<file path="src/dqc_pkg.sv">
// Shared types and constants for the DNS query check and name extract block.
// No dependencies; the parser, output queue, top level and checker import this package.
package dqc_pkg;

    // Default capacity of the name buffer, in characters.
    localparam int DQC_NAME_BUFFER = 256;

    // Output queue depth; an input byte can produce up to two result items.
    localparam int OQ_DEPTH = 4;
    localparam int OQ_AW    = $clog2(OQ_DEPTH);
    localparam int OQ_CW    = $clog2(OQ_DEPTH + 1);

    // Header layout.
    localparam logic [3:0] QR_POS       = 4'd2;
    localparam logic [3:0] QDCOUNT_HI   = 4'd4;
    localparam logic [3:0] QDCOUNT_LO   = 4'd5;
    localparam logic [3:0] HDR_LAST_POS = 4'd11;
    localparam logic [3:0] HDR_DONE_POS = 4'd12;

    localparam logic [7:0] MAX_LABEL_LEN = 8'd63;
    localparam logic [7:0] DOT_CHAR      = 8'h2E;

    localparam logic KIND_CHAR    = 1'b0;
    localparam logic KIND_VERDICT = 1'b1;

    typedef enum logic [2:0] {
        PH_HEADER,
        PH_LENGTH,
        PH_LABEL,
        PH_PENDING,
        PH_SKIP
    } t_phase;

    typedef enum logic [2:0] {
        ST_OK,
        ST_SHORT,
        ST_RESPONSE,
        ST_NO_QUESTION,
        ST_LABEL_LONG,
        ST_TRUNCATED,
        ST_NAME_LONG
    } t_status;

    typedef struct packed {
        logic       item_kind;
        logic [7:0] name_char;
        logic [2:0] status;
        logic [7:0] name_length;
        logic       is_last;
    } t_item;

    // What one accepted byte produces: an optional character, then an optional verdict.
    typedef struct packed {
        logic  char_valid;
        logic  verdict_valid;
        t_item char_item;
        t_item verdict_item;
    } t_result;

endpackage

</file>
<file path="src/dqc_ifs.sv">
// Valid/ready channel interfaces for packet bytes in and result items out.
// Depends on nothing; used by the top level.
interface dqc_in_if;
    logic       valid;
    logic       ready;
    logic [7:0] byte_value;
    logic       last_byte;

    modport source (output valid, output byte_value, output last_byte, input ready);
    modport sink   (input valid, input byte_value, input last_byte, output ready);
endinterface

interface dqc_out_if;
    logic       valid;
    logic       ready;
    logic       item_kind;
    logic [7:0] name_char;
    logic [2:0] status;
    logic [7:0] name_length;
    logic       is_last;

    modport source (output valid, output item_kind, output name_char, output status,
                    output name_length, output is_last, input ready);
    modport sink   (input valid, input item_kind, input name_char, input status,
                    input name_length, input is_last, output ready);
endinterface

</file>
<file path="src/dqc_parser.sv">
// Header check and first-name label walk, one packet byte per accepted item.
// Depends on dqc_pkg.
module dqc_parser import dqc_pkg::*; #(
    parameter int NAME_BUFFER = DQC_NAME_BUFFER
) (
    input  logic       i_clk,
    input  logic       i_rst_n,
    input  logic       i_fire,
    input  logic [7:0] i_byte,
    input  logic       i_last,
    output t_result    o_res
);

    localparam int CW_W  = $clog2(NAME_BUFFER + 1);
    localparam int SUM_W = ((CW_W > 7) ? CW_W : 7) + 1;
    localparam int LEN_W = (CW_W > 8) ? CW_W : 8;

    logic [3:0]      r_pos,   n_pos;
    logic            r_qr,    n_qr;
    logic            r_qd,    n_qd;
    t_phase          r_phase, n_phase;
    logic [5:0]      r_left,  n_left;
    logic [CW_W-1:0] r_cw,    n_cw;
    logic            r_first, n_first;
    t_status         r_err,   n_err;

    logic [SUM_W-1:0] need;
    logic             fits;
    logic [LEN_W-1:0] cw_ext;
    t_result          res;

    // Characters needed for this label: its bytes, one spare, and one more for the dot after the first label.
    assign need = SUM_W'(r_cw) + SUM_W'(i_byte[5:0]) + (r_first ? SUM_W'(1) : SUM_W'(2));
    assign fits = (need <= SUM_W'(NAME_BUFFER));

    always_comb begin
        n_pos   = r_pos;
        n_qr    = r_qr;
        n_qd    = r_qd;
        n_phase = r_phase;
        n_left  = r_left;
        n_cw    = r_cw;
        n_first = r_first;
        n_err   = r_err;
        res     = '0;
        cw_ext  = '0;

        case (r_phase)
            PH_HEADER: begin
                if (r_pos == QR_POS) begin
                    n_qr = i_byte[7];
                end
                if ((r_pos == QDCOUNT_HI || r_pos == QDCOUNT_LO) && i_byte != 8'd0) begin
                    n_qd = 1'b1;
                end
                if (r_pos < HDR_LAST_POS) begin
                    n_pos = r_pos + 4'd1;
                    n_err = ST_SHORT;
                end else begin
                    n_pos = HDR_DONE_POS;
                    if (r_qr) begin
                        n_err   = ST_RESPONSE;
                        n_phase = PH_SKIP;
                    end else if (!r_qd) begin
                        n_err   = ST_NO_QUESTION;
                        n_phase = PH_SKIP;
                    end else begin
                        n_err   = ST_OK;
                        n_phase = PH_LENGTH;
                    end
                end
            end
            PH_LENGTH: begin
                if (i_byte == 8'd0) begin
                    n_phase = PH_SKIP;
                end else if (i_byte > MAX_LABEL_LEN) begin
                    n_err   = ST_LABEL_LONG;
                    n_phase = PH_SKIP;
                end else if (i_last) begin
                    n_err   = ST_TRUNCATED;
                    n_phase = PH_SKIP;
                end else begin
                    n_left = i_byte[5:0];
                    if (fits) begin
                        if (!r_first) begin
                            res.char_valid          = 1'b1;
                            res.char_item.item_kind = KIND_CHAR;
                            res.char_item.name_char = DOT_CHAR;
                            n_cw = r_cw + CW_W'(1);
                        end
                        n_phase = PH_LABEL;
                    end else begin
                        // Count the label's bytes without emitting them.
                        n_phase = PH_PENDING;
                    end
                end
            end
            PH_LABEL: begin
                res.char_valid          = 1'b1;
                res.char_item.item_kind = KIND_CHAR;
                res.char_item.name_char = i_byte;
                n_cw   = r_cw + CW_W'(1);
                n_left = r_left - 6'd1;
                if (n_left == 6'd0) begin
                    n_first = 1'b0;
                    n_phase = PH_LENGTH;
                end else if (i_last) begin
                    n_err = ST_TRUNCATED;
                end
            end
            PH_PENDING: begin
                n_left = r_left - 6'd1;
                if (n_left == 6'd0) begin
                    n_err   = ST_NAME_LONG;
                    n_phase = PH_SKIP;
                end else if (i_last) begin
                    n_err = ST_TRUNCATED;
                end
            end
            default: begin
            end
        endcase

        if (i_last) begin
            cw_ext = LEN_W'(n_cw);
            res.verdict_valid            = 1'b1;
            res.verdict_item.item_kind   = KIND_VERDICT;
            res.verdict_item.status      = n_err;
            res.verdict_item.name_length = (n_err == ST_OK) ? cw_ext[7:0] : 8'd0;
            res.verdict_item.is_last     = 1'b1;
            // Return to reset state for the next packet.
            n_pos   = '0;
            n_qr    = 1'b0;
            n_qd    = 1'b0;
            n_phase = PH_HEADER;
            n_left  = '0;
            n_cw    = '0;
            n_first = 1'b1;
            n_err   = ST_OK;
        end

        res.char_valid    = res.char_valid && i_fire;
        res.verdict_valid = res.verdict_valid && i_fire;
    end

    assign o_res = res;

    always_ff @(posedge i_clk) begin
        if (!i_rst_n) begin
            r_pos   <= '0;
            r_qr    <= 1'b0;
            r_qd    <= 1'b0;
            r_phase <= PH_HEADER;
            r_left  <= '0;
            r_cw    <= '0;
            r_first <= 1'b1;
            r_err   <= ST_OK;
        end else if (i_fire) begin
            r_pos   <= n_pos;
            r_qr    <= n_qr;
            r_qd    <= n_qd;
            r_phase <= n_phase;
            r_left  <= n_left;
            r_cw    <= n_cw;
            r_first <= n_first;
            r_err   <= n_err;
        end
    end

endmodule

</file>
<file path="src/dqc_outq.sv">
// Small result queue: takes up to two items per cycle, hands out one when the reader is ready.
// Depends on dqc_pkg.
module dqc_outq import dqc_pkg::*; (
    input  logic    i_clk,
    input  logic    i_rst_n,
    input  t_result i_res,
    output logic    o_space,
    output logic    o_valid,
    output t_item   o_item,
    input  logic    i_ready
);

    t_item            r_mem [OQ_DEPTH];
    logic [OQ_AW-1:0] r_wp, n_wp;
    logic [OQ_AW-1:0] r_rp, n_rp;
    logic [OQ_CW-1:0] r_cnt, n_cnt;
    logic [1:0]       push;
    logic             pop;
    logic [OQ_AW-1:0] vd_addr;

    assign push    = {1'b0, i_res.char_valid} + {1'b0, i_res.verdict_valid};
    assign pop     = o_valid && i_ready;
    assign vd_addr = i_res.char_valid ? (r_wp + OQ_AW'(1)) : r_wp;

    always_comb begin
        n_wp  = r_wp + OQ_AW'(push);
        n_rp  = r_rp + OQ_AW'(pop);
        n_cnt = r_cnt + OQ_CW'(push) - OQ_CW'(pop);
    end

    // Room for the worst case of two items from the next byte.
    assign o_space = (r_cnt <= OQ_CW'(OQ_DEPTH - 2));
    assign o_valid = (r_cnt != '0);
    assign o_item  = r_mem[r_rp];

    always_ff @(posedge i_clk) begin
        if (i_res.char_valid) begin
            r_mem[r_wp] <= i_res.char_item;
        end
        if (i_res.verdict_valid) begin
            r_mem[vd_addr] <= i_res.verdict_item;
        end
    end

    always_ff @(posedge i_clk) begin
        if (!i_rst_n) begin
            r_wp  <= '0;
            r_rp  <= '0;
            r_cnt <= '0;
        end else begin
            r_wp  <= n_wp;
            r_rp  <= n_rp;
            r_cnt <= n_cnt;
        end
    end

endmodule

</file>
<file path="src/dns_query_check_and_name_extract.sv">
// Takes one packet byte per cycle and gives back the first query name's characters, then
// one verdict item on the last byte. Each accepted byte is handled in the cycle it is
// accepted; its results enter a four-entry output queue that gives one item per cycle
// while the output is ready. A byte can produce two items (a last name character and the
// verdict), so input ready is held high while the queue has room for two; with the output
// side always ready the block takes a byte every cycle. Depends on dqc_pkg and dqc_ifs.
module dns_query_check_and_name_extract import dqc_pkg::*; #(
    parameter int NAME_BUFFER = DQC_NAME_BUFFER
) (
    input  logic              i_clk,
    input  logic              i_rst_n,
    dqc_in_if.sink            i_in,
    dqc_out_if.source         o_out
);

    logic    fire;
    logic    space;
    t_result res;
    t_item   head;

    assign fire       = i_in.valid && space;
    assign i_in.ready = space;

    dqc_parser #(
        .NAME_BUFFER (NAME_BUFFER)
    ) u_parser (
        .i_clk   (i_clk),
        .i_rst_n (i_rst_n),
        .i_fire  (fire),
        .i_byte  (i_in.byte_value),
        .i_last  (i_in.last_byte),
        .o_res   (res)
    );

    dqc_outq u_outq (
        .i_clk   (i_clk),
        .i_rst_n (i_rst_n),
        .i_res   (res),
        .o_space (space),
        .o_valid (o_out.valid),
        .o_item  (head),
        .i_ready (o_out.ready)
    );

    assign o_out.item_kind   = head.item_kind;
    assign o_out.name_char   = head.name_char;
    assign o_out.status      = head.status;
    assign o_out.name_length = head.name_length;
    assign o_out.is_last     = head.is_last;

endmodule

</file>
<file path="src/flat_wrapper.sv">
// flat-port wrapper written by rule: the top's interface ports become plain ports
module dns_query_check_and_name_extract_flat import dqc_pkg::*;
#(
    parameter int NAME_BUFFER = DQC_NAME_BUFFER
)
  (i_clk, i_rst_n, i_in_valid, i_in_byte_value, i_in_last_byte, i_in_ready, o_out_valid, o_out_item_kind, o_out_name_char, o_out_status, o_out_name_length, o_out_is_last, o_out_ready);
  dqc_in_if i_in_i ();
  dqc_out_if o_out_i ();
  input  logic i_clk;
  input  logic i_rst_n;
  input wire logic [$bits(i_in_i.valid)-1:0] i_in_valid;
  input wire logic [$bits(i_in_i.byte_value)-1:0] i_in_byte_value;
  input wire logic [$bits(i_in_i.last_byte)-1:0] i_in_last_byte;
  output wire logic [$bits(i_in_i.ready)-1:0] i_in_ready;
  output wire logic [$bits(o_out_i.valid)-1:0] o_out_valid;
  output wire logic [$bits(o_out_i.item_kind)-1:0] o_out_item_kind;
  output wire logic [$bits(o_out_i.name_char)-1:0] o_out_name_char;
  output wire logic [$bits(o_out_i.status)-1:0] o_out_status;
  output wire logic [$bits(o_out_i.name_length)-1:0] o_out_name_length;
  output wire logic [$bits(o_out_i.is_last)-1:0] o_out_is_last;
  input wire logic [$bits(o_out_i.ready)-1:0] o_out_ready;
  assign i_in_i.valid = i_in_valid;
  assign i_in_i.byte_value = i_in_byte_value;
  assign i_in_i.last_byte = i_in_last_byte;
  assign i_in_ready = i_in_i.ready;
  assign o_out_valid = o_out_i.valid;
  assign o_out_item_kind = o_out_i.item_kind;
  assign o_out_name_char = o_out_i.name_char;
  assign o_out_status = o_out_i.status;
  assign o_out_name_length = o_out_i.name_length;
  assign o_out_is_last = o_out_i.is_last;
  assign o_out_i.ready = o_out_ready;
  dns_query_check_and_name_extract #(.NAME_BUFFER(NAME_BUFFER)) u_core (.i_clk(i_clk), .i_rst_n(i_rst_n), .i_in(i_in_i), .o_out(o_out_i));
endmodule
</file>
<file path="config.mk">
export PLATFORM = sky130hd
export DESIGN_NAME = dns_query_check_and_name_extract_flat
export DESIGN_NICKNAME = d
export VERILOG_FILES = /design/src/dqc_pkg.sv /design/src/dqc_ifs.sv /design/src/dqc_parser.sv /design/src/dqc_outq.sv /design/src/dns_query_check_and_name_extract.sv /design/src/flat_wrapper.sv
export SDC_FILE = /design/constraint.sdc
export NUM_CORES = 1
export LEC_CHECK = 0
export ABC_AREA = 0
export ABC_CLOCK_PERIOD_IN_PS = 5000
export BUFFER_PORTS_ARGS = -buffer_cell sky130_fd_sc_hd__buf_2
export CORE_MARGIN = 2
export CORE_UTILIZATION = 50
export DETAILED_ROUTE_END_ITERATION = 6
export GPL_ROUTABILITY_DRIVEN = 0
export GPL_TIMING_DRIVEN = 1
export HOLD_SLACK_MARGIN = 0.05
export MAX_ROUTING_LAYER = met4
export PLACE_DENSITY = 0.7
export SYNTH_ARGS = -nofsm -noshare
export SYNTH_HDL_FRONTEND = slang
export SYNTH_SLANG_ARGS = --single-unit
</file>
<file path="constraint.sdc">
create_clock -name i_clk -period 5 [get_ports i_clk]
set_input_delay 1 -clock i_clk [delete_from_list [all_inputs] [get_ports i_clk]]
set_output_delay 1 -clock i_clk [all_outputs]
set_load 0.01 [all_outputs]
</file>
==> flow_summary.ini, run 1 <==
[run_status]
status = finished clean

[worst_setup_path]
cp-end-kind = flip-flop
r2r-start = u_core.u_parser.r_cw[1]
cp.required_ps = 5260
path_class = input pin to flip-flop
setup.worst_path.end = u_core.u_outq.r_cnt[2]
startpoint = i_in_byte_value[1]
regToRegEndpoint = u_core.u_outq.r_cnt[2]
cp_data_arrival_time_ps = 4980
cp_max_fo = 3
cp-start-kind = input pin
worstRegToRegCells = 21
r2r_slack_ps = 510

[floorplan]
ios = 36
rows = 41
initial_core_util_pct = 51.1
die_h_um = 118
dieWidth_um = 118
die-area_um2 = 13800
core_area_um2 = 12600

[logic_synthesis]
synth_edf_count = 48
synthesis.nets = 701
synth-xor-area-share_pct = 1.77
synthTopCellsByArea = edfxtp_1 22%, dfxtp_1 21%, mux4_2 7.0%, nor2_1 6.8%, ha_1 5.0%
syn_avg_cell_area_um2 = 9.79
synth_cell_types = 71
synthSimpleGateAreaFrac_pct = 18.5
synthesis.area_um2 = 6440
ys_ff_latch = 115
ys_warn_count = 0
synth_top_area_share_pct = 22.4
synth_compound_area_share_pct = 16.0
synth_top_family_by_area = simple AND/OR/NAND/NOR gates
synth_fa_ha_area_share_pct = 6.29
synth_top_area_cell = edfxtp_1
netlist_instances = 658
synth-main-ff-cell = dfxtp_1
yosysSeqAreaShare_pct = 43.2
ys_async_sr_fraction_pct = 0
synthMuxAreaShare_pct = 9.94

[clocking]
ctsHoldBuffers = 0
insertion_delay_ps = 420
cts_num_sinks = 115
clock-root-buffer = clkbuf_16
cts_buffers = 17
cts_tree = done
path_clk_slew_ps = 50
max-clock-path-buffers = 2
cts_max_level = 4

[power_and_ir_drop]
power_w = 0.00312
switchingPower_w = 0.000944
p_comb_share_pct = 25.2
pwr-share-seq_pct = 38.1
p_leak_nw = 2.81
p_int_w = 0.00218
p_sw_share_pct = 30.3
powerDensity_nw_per_um2 = 409
power.share.clock_pct = 36.8
ir_worst_vdd_v = 0.000275

[final_layout]
syn_to_final_growth_pct = 18.5
fillers = 1097
final_layout_size_suffix_gt1_share_pct = 21.5
layout_common_cells = 117 x nor2_1, 67 x dfxtp_1, 48 x edfxtp_1
layout_commonest_cell = nor2_1
n_antenna_cell = 0
layout.nets = 766

[route]
drc = 0
drt_wl_total_um = 16500
drt-pass1-iter-count = 7
via_per_inst = 5.84
drt_iter0_drc = 451
wl_per_cell_um = 18.1
vias = 5299
ant_nets = 0

[grt]
grt-ovfl-total = 0
grt_pass1_wl_um = 27200
grt_use_met1_pct = 30.7
grt_max_degree = 27
grt_pass1_vias = 5369
busiest_layer = met2
grtUsageTotal_pct = 25.5
met3_usage_pct = 5.23
antenna_found_initial = 0
global_route.usage.met2_pct = 42.1

[sta]
skew_ps = 10.8
slew_headroom_pct = 32.5
fmax_mhz = 212
rsz0062_at_grt = no
period_minus_slack_ps = 4730
tightestPinTransition_ps = 1000
setup_viol = 0
final-hold-violation-count = 0
post-route-period-util_pct = 94.5
hold_ws_ps = 488
slew_viol_final = 0

[min_path]
hp-class = flip-flop to flip-flop

[place]
dp_hpwl_um = 11500
numPortBuffers = 35

[run]
maxCapViolations = 0
## through the flow
step / std cells / TNS, ps / setup WS (ps) / util (%) / cell area (µm²)
final: 908 / 0 / 274 / 60.5 / 7630
after global routing: 908 / 0 / 24.1 / 60.5 / 7630
after floorplan: 658 / 0 / 23.3 / - / 6440
after detailed placement: 874 / -501 / -364 / 55.5 / 7000
after global placement: 874 / -184 / -183 / 55.5 / 7000
after CTS: 906 / 0 / 67.5 / 60.0 / 7570
## cell type report
type	instances	area (µm²)	area share, %
multi-input cells	475	3430	45.0
flip-flops and latches	115	2780	36.5
repair buffers	79	505	6.62
clock buffers	24	492	6.44
well taps	172	215	2.82
inverters	35	131	1.72
clock inverters	8	75.1	0.984
## metal layers
| layer | wire length [µm] | vias to the layer above | part of all wire, % |
|---|---|---|---|
| met2 | 8150 | 161 | 49 |
| li1 | - | 2552 | - |
| met3 | 797 | 42 | 4.8 |
| met1 | 7070 | 2544 | 43 |
| met5 | 0 | - | 0 |
| met4 | 453 | 0 | 2.7 |
## worst min path at each step
stage / cells past startpoint / slack (ps) / from / end
global placement: 2 / 470 / u_core.u_outq.r_mem[0][12] / u_core.u_outq.r_mem[0][12]
CTS: 2 / 490 / u_core.u_outq.r_mem[3][12] / u_core.u_outq.r_mem[3][12]
global route: 2 / 510 / u_core.u_outq.r_mem[3][16] / u_core.u_outq.r_mem[3][16]
detailed placement: 2 / 480 / u_core.u_outq.r_mem[3][12] / u_core.u_outq.r_mem[3][12]
floorplan: 2 / 450 / u_core.u_outq.r_mem[1][12] / u_core.u_outq.r_mem[1][12]
finish: 2 / 490 / u_core.u_outq.r_mem[3][12] / u_core.u_outq.r_mem[3][12]
## cells by family (layout without fill, tap and decap cells)
kind of cell	count (synthesis)	count (layout)
xor+xnor	13	13
mux	39	39
fa+ha+maj	30	30
buf+inv	68	146
compound gates	147	147
flops	115	115
simple gates	246	246
## flip-flops by register name, summed over array words and instances (netlist names)
name	flops
u_core.u_outq.r_cnt	3
u_core.u_parser.r_cw	9
u_core.u_outq.r_rp	2
u_core.u_parser.r_pos	4
u_core.u_parser.r_qr	1
u_core.u_parser.r_phase	3
u_core.u_parser.r_left	6
u_core.u_parser.r_qd	1
u_core.u_parser.r_first	1
u_core.u_outq.r_wp	2
u_core.u_outq.r_mem	80
u_core.u_parser.r_err	3
## cell usage after synthesis, types with 4 or more instances
cell and number:
a2111oi_0 7, a211oi_1 24, a21oi_1 38, a31oi_1 10, and2_1 10, and3_1 9
buf_1 4, buf_2 5, buf_4 4, clkbuf_1 20, dfxtp_1 67, edfxtp_1 48
fa_1 4, ha_1 26, inv_1 31, inv_2 4, mux2i_1 19, mux4_2 20
nand2_1 30, nand2b_1 7, nand3_1 12, nand4_1 5, nor2_1 117, nor3_1 21
nor3b_1 7, o21ai_0 25, o21ai_2 4, o31ai_1 4, or3_1 6, xnor2_1 10
## what timing repair did
item	in CTS	in global routing
endpoints found under the setup margin	0	2
resized for setup	0	11
buffers inserted	0	2
## critical path: stages
cell and delay [ps]:
buf_2 90, inv_1 50, fa_1 530, inv_1 50, ha_1 220, inv_1 80
fa_2 200, nand2b_4 140, a21oi_2 60, or2_2 290, o41a_1 420, o21ai_1 230
nor3_2 100, a211oi_2 240, inv_1 70, ha_1 280, inv_1 40, ha_1 190
fa_2 350, xor2_2 160, xnor2_1 140, nor2_1 60
## power groups by stage
stage	combinational [W]	sequential (W)	clock, W
finish	0.000785	0.00119	0.00115
global route	0.000857	0.00120	0.00121
CTS	0.000772	0.00119	0.00116
detailed placement	0.000767	0.00121	0
global placement	0.000748	0.00120	0
floorplan	0.000565	0.00116	0
Note: power is estimated with default switching activity, not from simulation.
==> run 2: changes to the inputs <==
- CELL_PAD_IN_SITES_DETAIL_PLACEMENT: unset -> 1
- CELL_PAD_IN_SITES_GLOBAL_PLACEMENT: unset -> 1
- CORE_UTILIZATION: 50 -> 44
- PLACE_DENSITY: 0.7 -> unset
- PLACE_DENSITY_LB_ADDON: unset -> 0.1
==> run 2 against run 1 <==
Compared with the run above: final cell count grew 2.2%; first-iteration DRC count shrank 16%; critical path type unchanged; largest power group unchanged; non-clock buffer count grew 8; maximum frequency shrank 0.81%; clock power grew 3%; sequential power is essentially flat; routed wire length grew 21%; combinational power grew 2.9%; power grew 2.5%; global-route usage grew 1.1 points; worst hold slack gained 13 ps; sequential cell count is the same.
==> flow_summary.ini, run 2 (synthesized netlist as in run 1, its figures left out) <==
[grt]
antenna_found_initial = 0
grt-ovfl-total = 0
grt_pass1_vias = 5785
grtUsageTotal_pct = 26.5
grt_max_degree = 21
grt_pass1_wl_um = 31400

[power_and_ir_drop]
ir_worst_vdd_v = 0.000255
p_leak_nw = 2.84
powerDensity_nw_per_um2 = 415

[place]
dp_hpwl_um = 14200
place_inst = 895
dpl_cell_area_um2 = 7090
numPortBuffers = 35

[route]
ant_nets = 0
via_per_inst = 5.93
drc = 0
drt_wl_total_um = 20000
drt_iter0_drc = 378
drt-pass1-iter-count = 5
vias = 5505
wl_per_cell_um = 21.5

[final_layout]
reg.largest.list = u_core.u_outq.r_mem: 80 flops, u_core.u_parser.r_cw: 9 flops, u_core.u_parser.r_left: 6 flops
fillers = 1655
layout.cells.non_filler = 928
largest_register_ffs = 80
final_layout_size_suffix_gt1_share_pct = 22.2
layout.nets = 774
syn_to_final_growth_pct = 19.5
multi_input_area_um2 = 3420
layout_commonest_cell = nor2_1
layout_common_cells = 117 x nor2_1, 67 x dfxtp_1, 52 x buf_4
n_antenna_cell = 0
regArea_um2 = 2780
design_area_um2 = 7700
top_register = u_core.u_outq.r_mem

[run_status]
status = finished clean

[min_path]
worstHoldStart = u_core.u_outq.r_mem[2][17]
holdPathEnd = u_core.u_outq.r_mem[2][17]
hold_depth = 2
hp-class = flip-flop to flip-flop

[worst_setup_path]
cp_max_fo = 2
r2r-start = u_core.u_parser.r_cw[0]
cp_data_arrival_time_ps = 5070
slowest_stage = fa_1
path_class = input pin to flip-flop
cp-end-kind = flip-flop
max_stage_delay_ps = 530
crit_top_cell = inv_1
cp-start-kind = input pin
regToRegEndpoint = u_core.u_outq.r_cnt[2]
r2r_slack_ps = 430
crit_chain = buf_2 -> inv_1 -> fa_1 -> inv_1 -> ha_1 -> inv_1 -> fa_2 -> nand2b_4 -> a21oi_1 -> or2_2 -> o41a_1 -> o21ai_1 -> nor3_2 -> a211oi_2 -> inv_1 -> ha_1 -> inv_1 -> ha_1 -> fa_1 -> xor2_1 -> xnor2_1 -> nor2_1
cp.required_ps = 5310
worstRegToRegCells = 21

[sta]
final-hold-violation-count = 0
setup_viol = 0
slew_viol_final = 0
skew_ps = 10.8
fmax_mhz = 210
slew_headroom_pct = 16.7
period_minus_slack_ps = 4760
fin_setup_tns_ps = 0
post-route-period-util_pct = 95.3
tightestPinTransition_ps = 1240

[clocking]
ctsHoldBuffers = 0
cts_buffers = 17
cts_num_sinks = 115
insertion_delay_ps = 430
cts_max_level = 4
clock-root-buffer = clkbuf_16
cts_tree = done
path_clk_slew_ps = 60
max-clock-path-buffers = 2

[floorplan]
dieWidth_um = 125
initial_core_util_pct = 44.7
ios = 36
rows = 44
die_h_um = 125
core_area_um2 = 14400
die-area_um2 = 15600

[run]
maxCapViolations = 0
[run 2: worst max-delay path by stage]
stage | startpoint | end | slack, ps | cells past startpoint
2_1_floorplan | i_in_byte_value[4] | u_core.u_outq.r_cnt[2] | 20 | 17
3_3_place_gp | i_in_byte_value[1] | u_core.u_outq.r_cnt[2] | -150 | 22
3_5_place_dp | i_in_byte_value[1] | u_core.u_outq.r_cnt[2] | -340 | 22
4_1_cts | i_in_byte_value[1] | u_core.u_outq.r_cnt[2] | 100 | 22
5_1_grt | i_in_byte_value[1] | u_core.u_outq.r_cnt[2] | -7 | 22
6_report | i_in_byte_value[1] | u_core.u_outq.r_cnt[2] | 240 | 22
[run 2: what timing repair did]
action	CTS	global route
setup buffers	0	1
endpoints found under the setup margin	0	2
gates resized for setup	0	8
[run 2: per-layer routing]
| metal | vias to the layer above | global-route usage [%] | share of wire [%] |
|---|---|---|---|
| met4 | 0 | 10.7 | 2.2 |
| met3 | 35 | 4.66 | 4.1 |
| met1 | 2751 | 31.7 | 42 |
| met2 | 149 | 44.7 | 51 |
| li1 | 2570 | - | - |
| met5 | - | - | 0 |
[run 2: metrics by stage]
| stage | utilization [%] | hold slack [ps] | setup slack [ps] | total power (W) |
|---|---|---|---|---|
| 2_1_floorplan | - | 455 | 23.3 | 0.00172 |
| 3_3_place_gp | 49.1 | 467 | -153 | 0.00197 |
| 3_5_place_dp | 49.1 | 484 | -339 | 0.00201 |
| 4_1_cts | 53.1 | 502 | 97.2 | 0.00322 |
| 5_1_grt | 53.4 | 530 | -7.48 | 0.00335 |
| 6_report | 53.4 | 500 | 235 | 0.00320 |
[run 2: where the power goes]
group / internal (W) / switching (W)
Clock: 0.000697 / 0.000496
Combinational: 0.000354 / 0.000454
Sequential: 0.00109 / 0.000107
Total: 0.00214 / 0.00106
[run 2: cell type report]
type	instances	share of cell area (%)
Multi-Input combinational cell	475	44.4
Sequential cell	115	36.1
Timing Repair Buffer	87	7.35
Clock buffer	17	5.53
Tap cell	184	2.99
Clock inverter	15	1.92
Inverter	35	1.71
[run 2: worst max-delay path: cells and delay by family]
kind	cells	cell delay [ps]
adder cells (fa/ha/maj)	6	1800
AND/OR/NAND/NOR	4	590
AO/OA/AOI/OAI	4	1010
XOR/XNOR	2	310
buffers and inverters	6	370
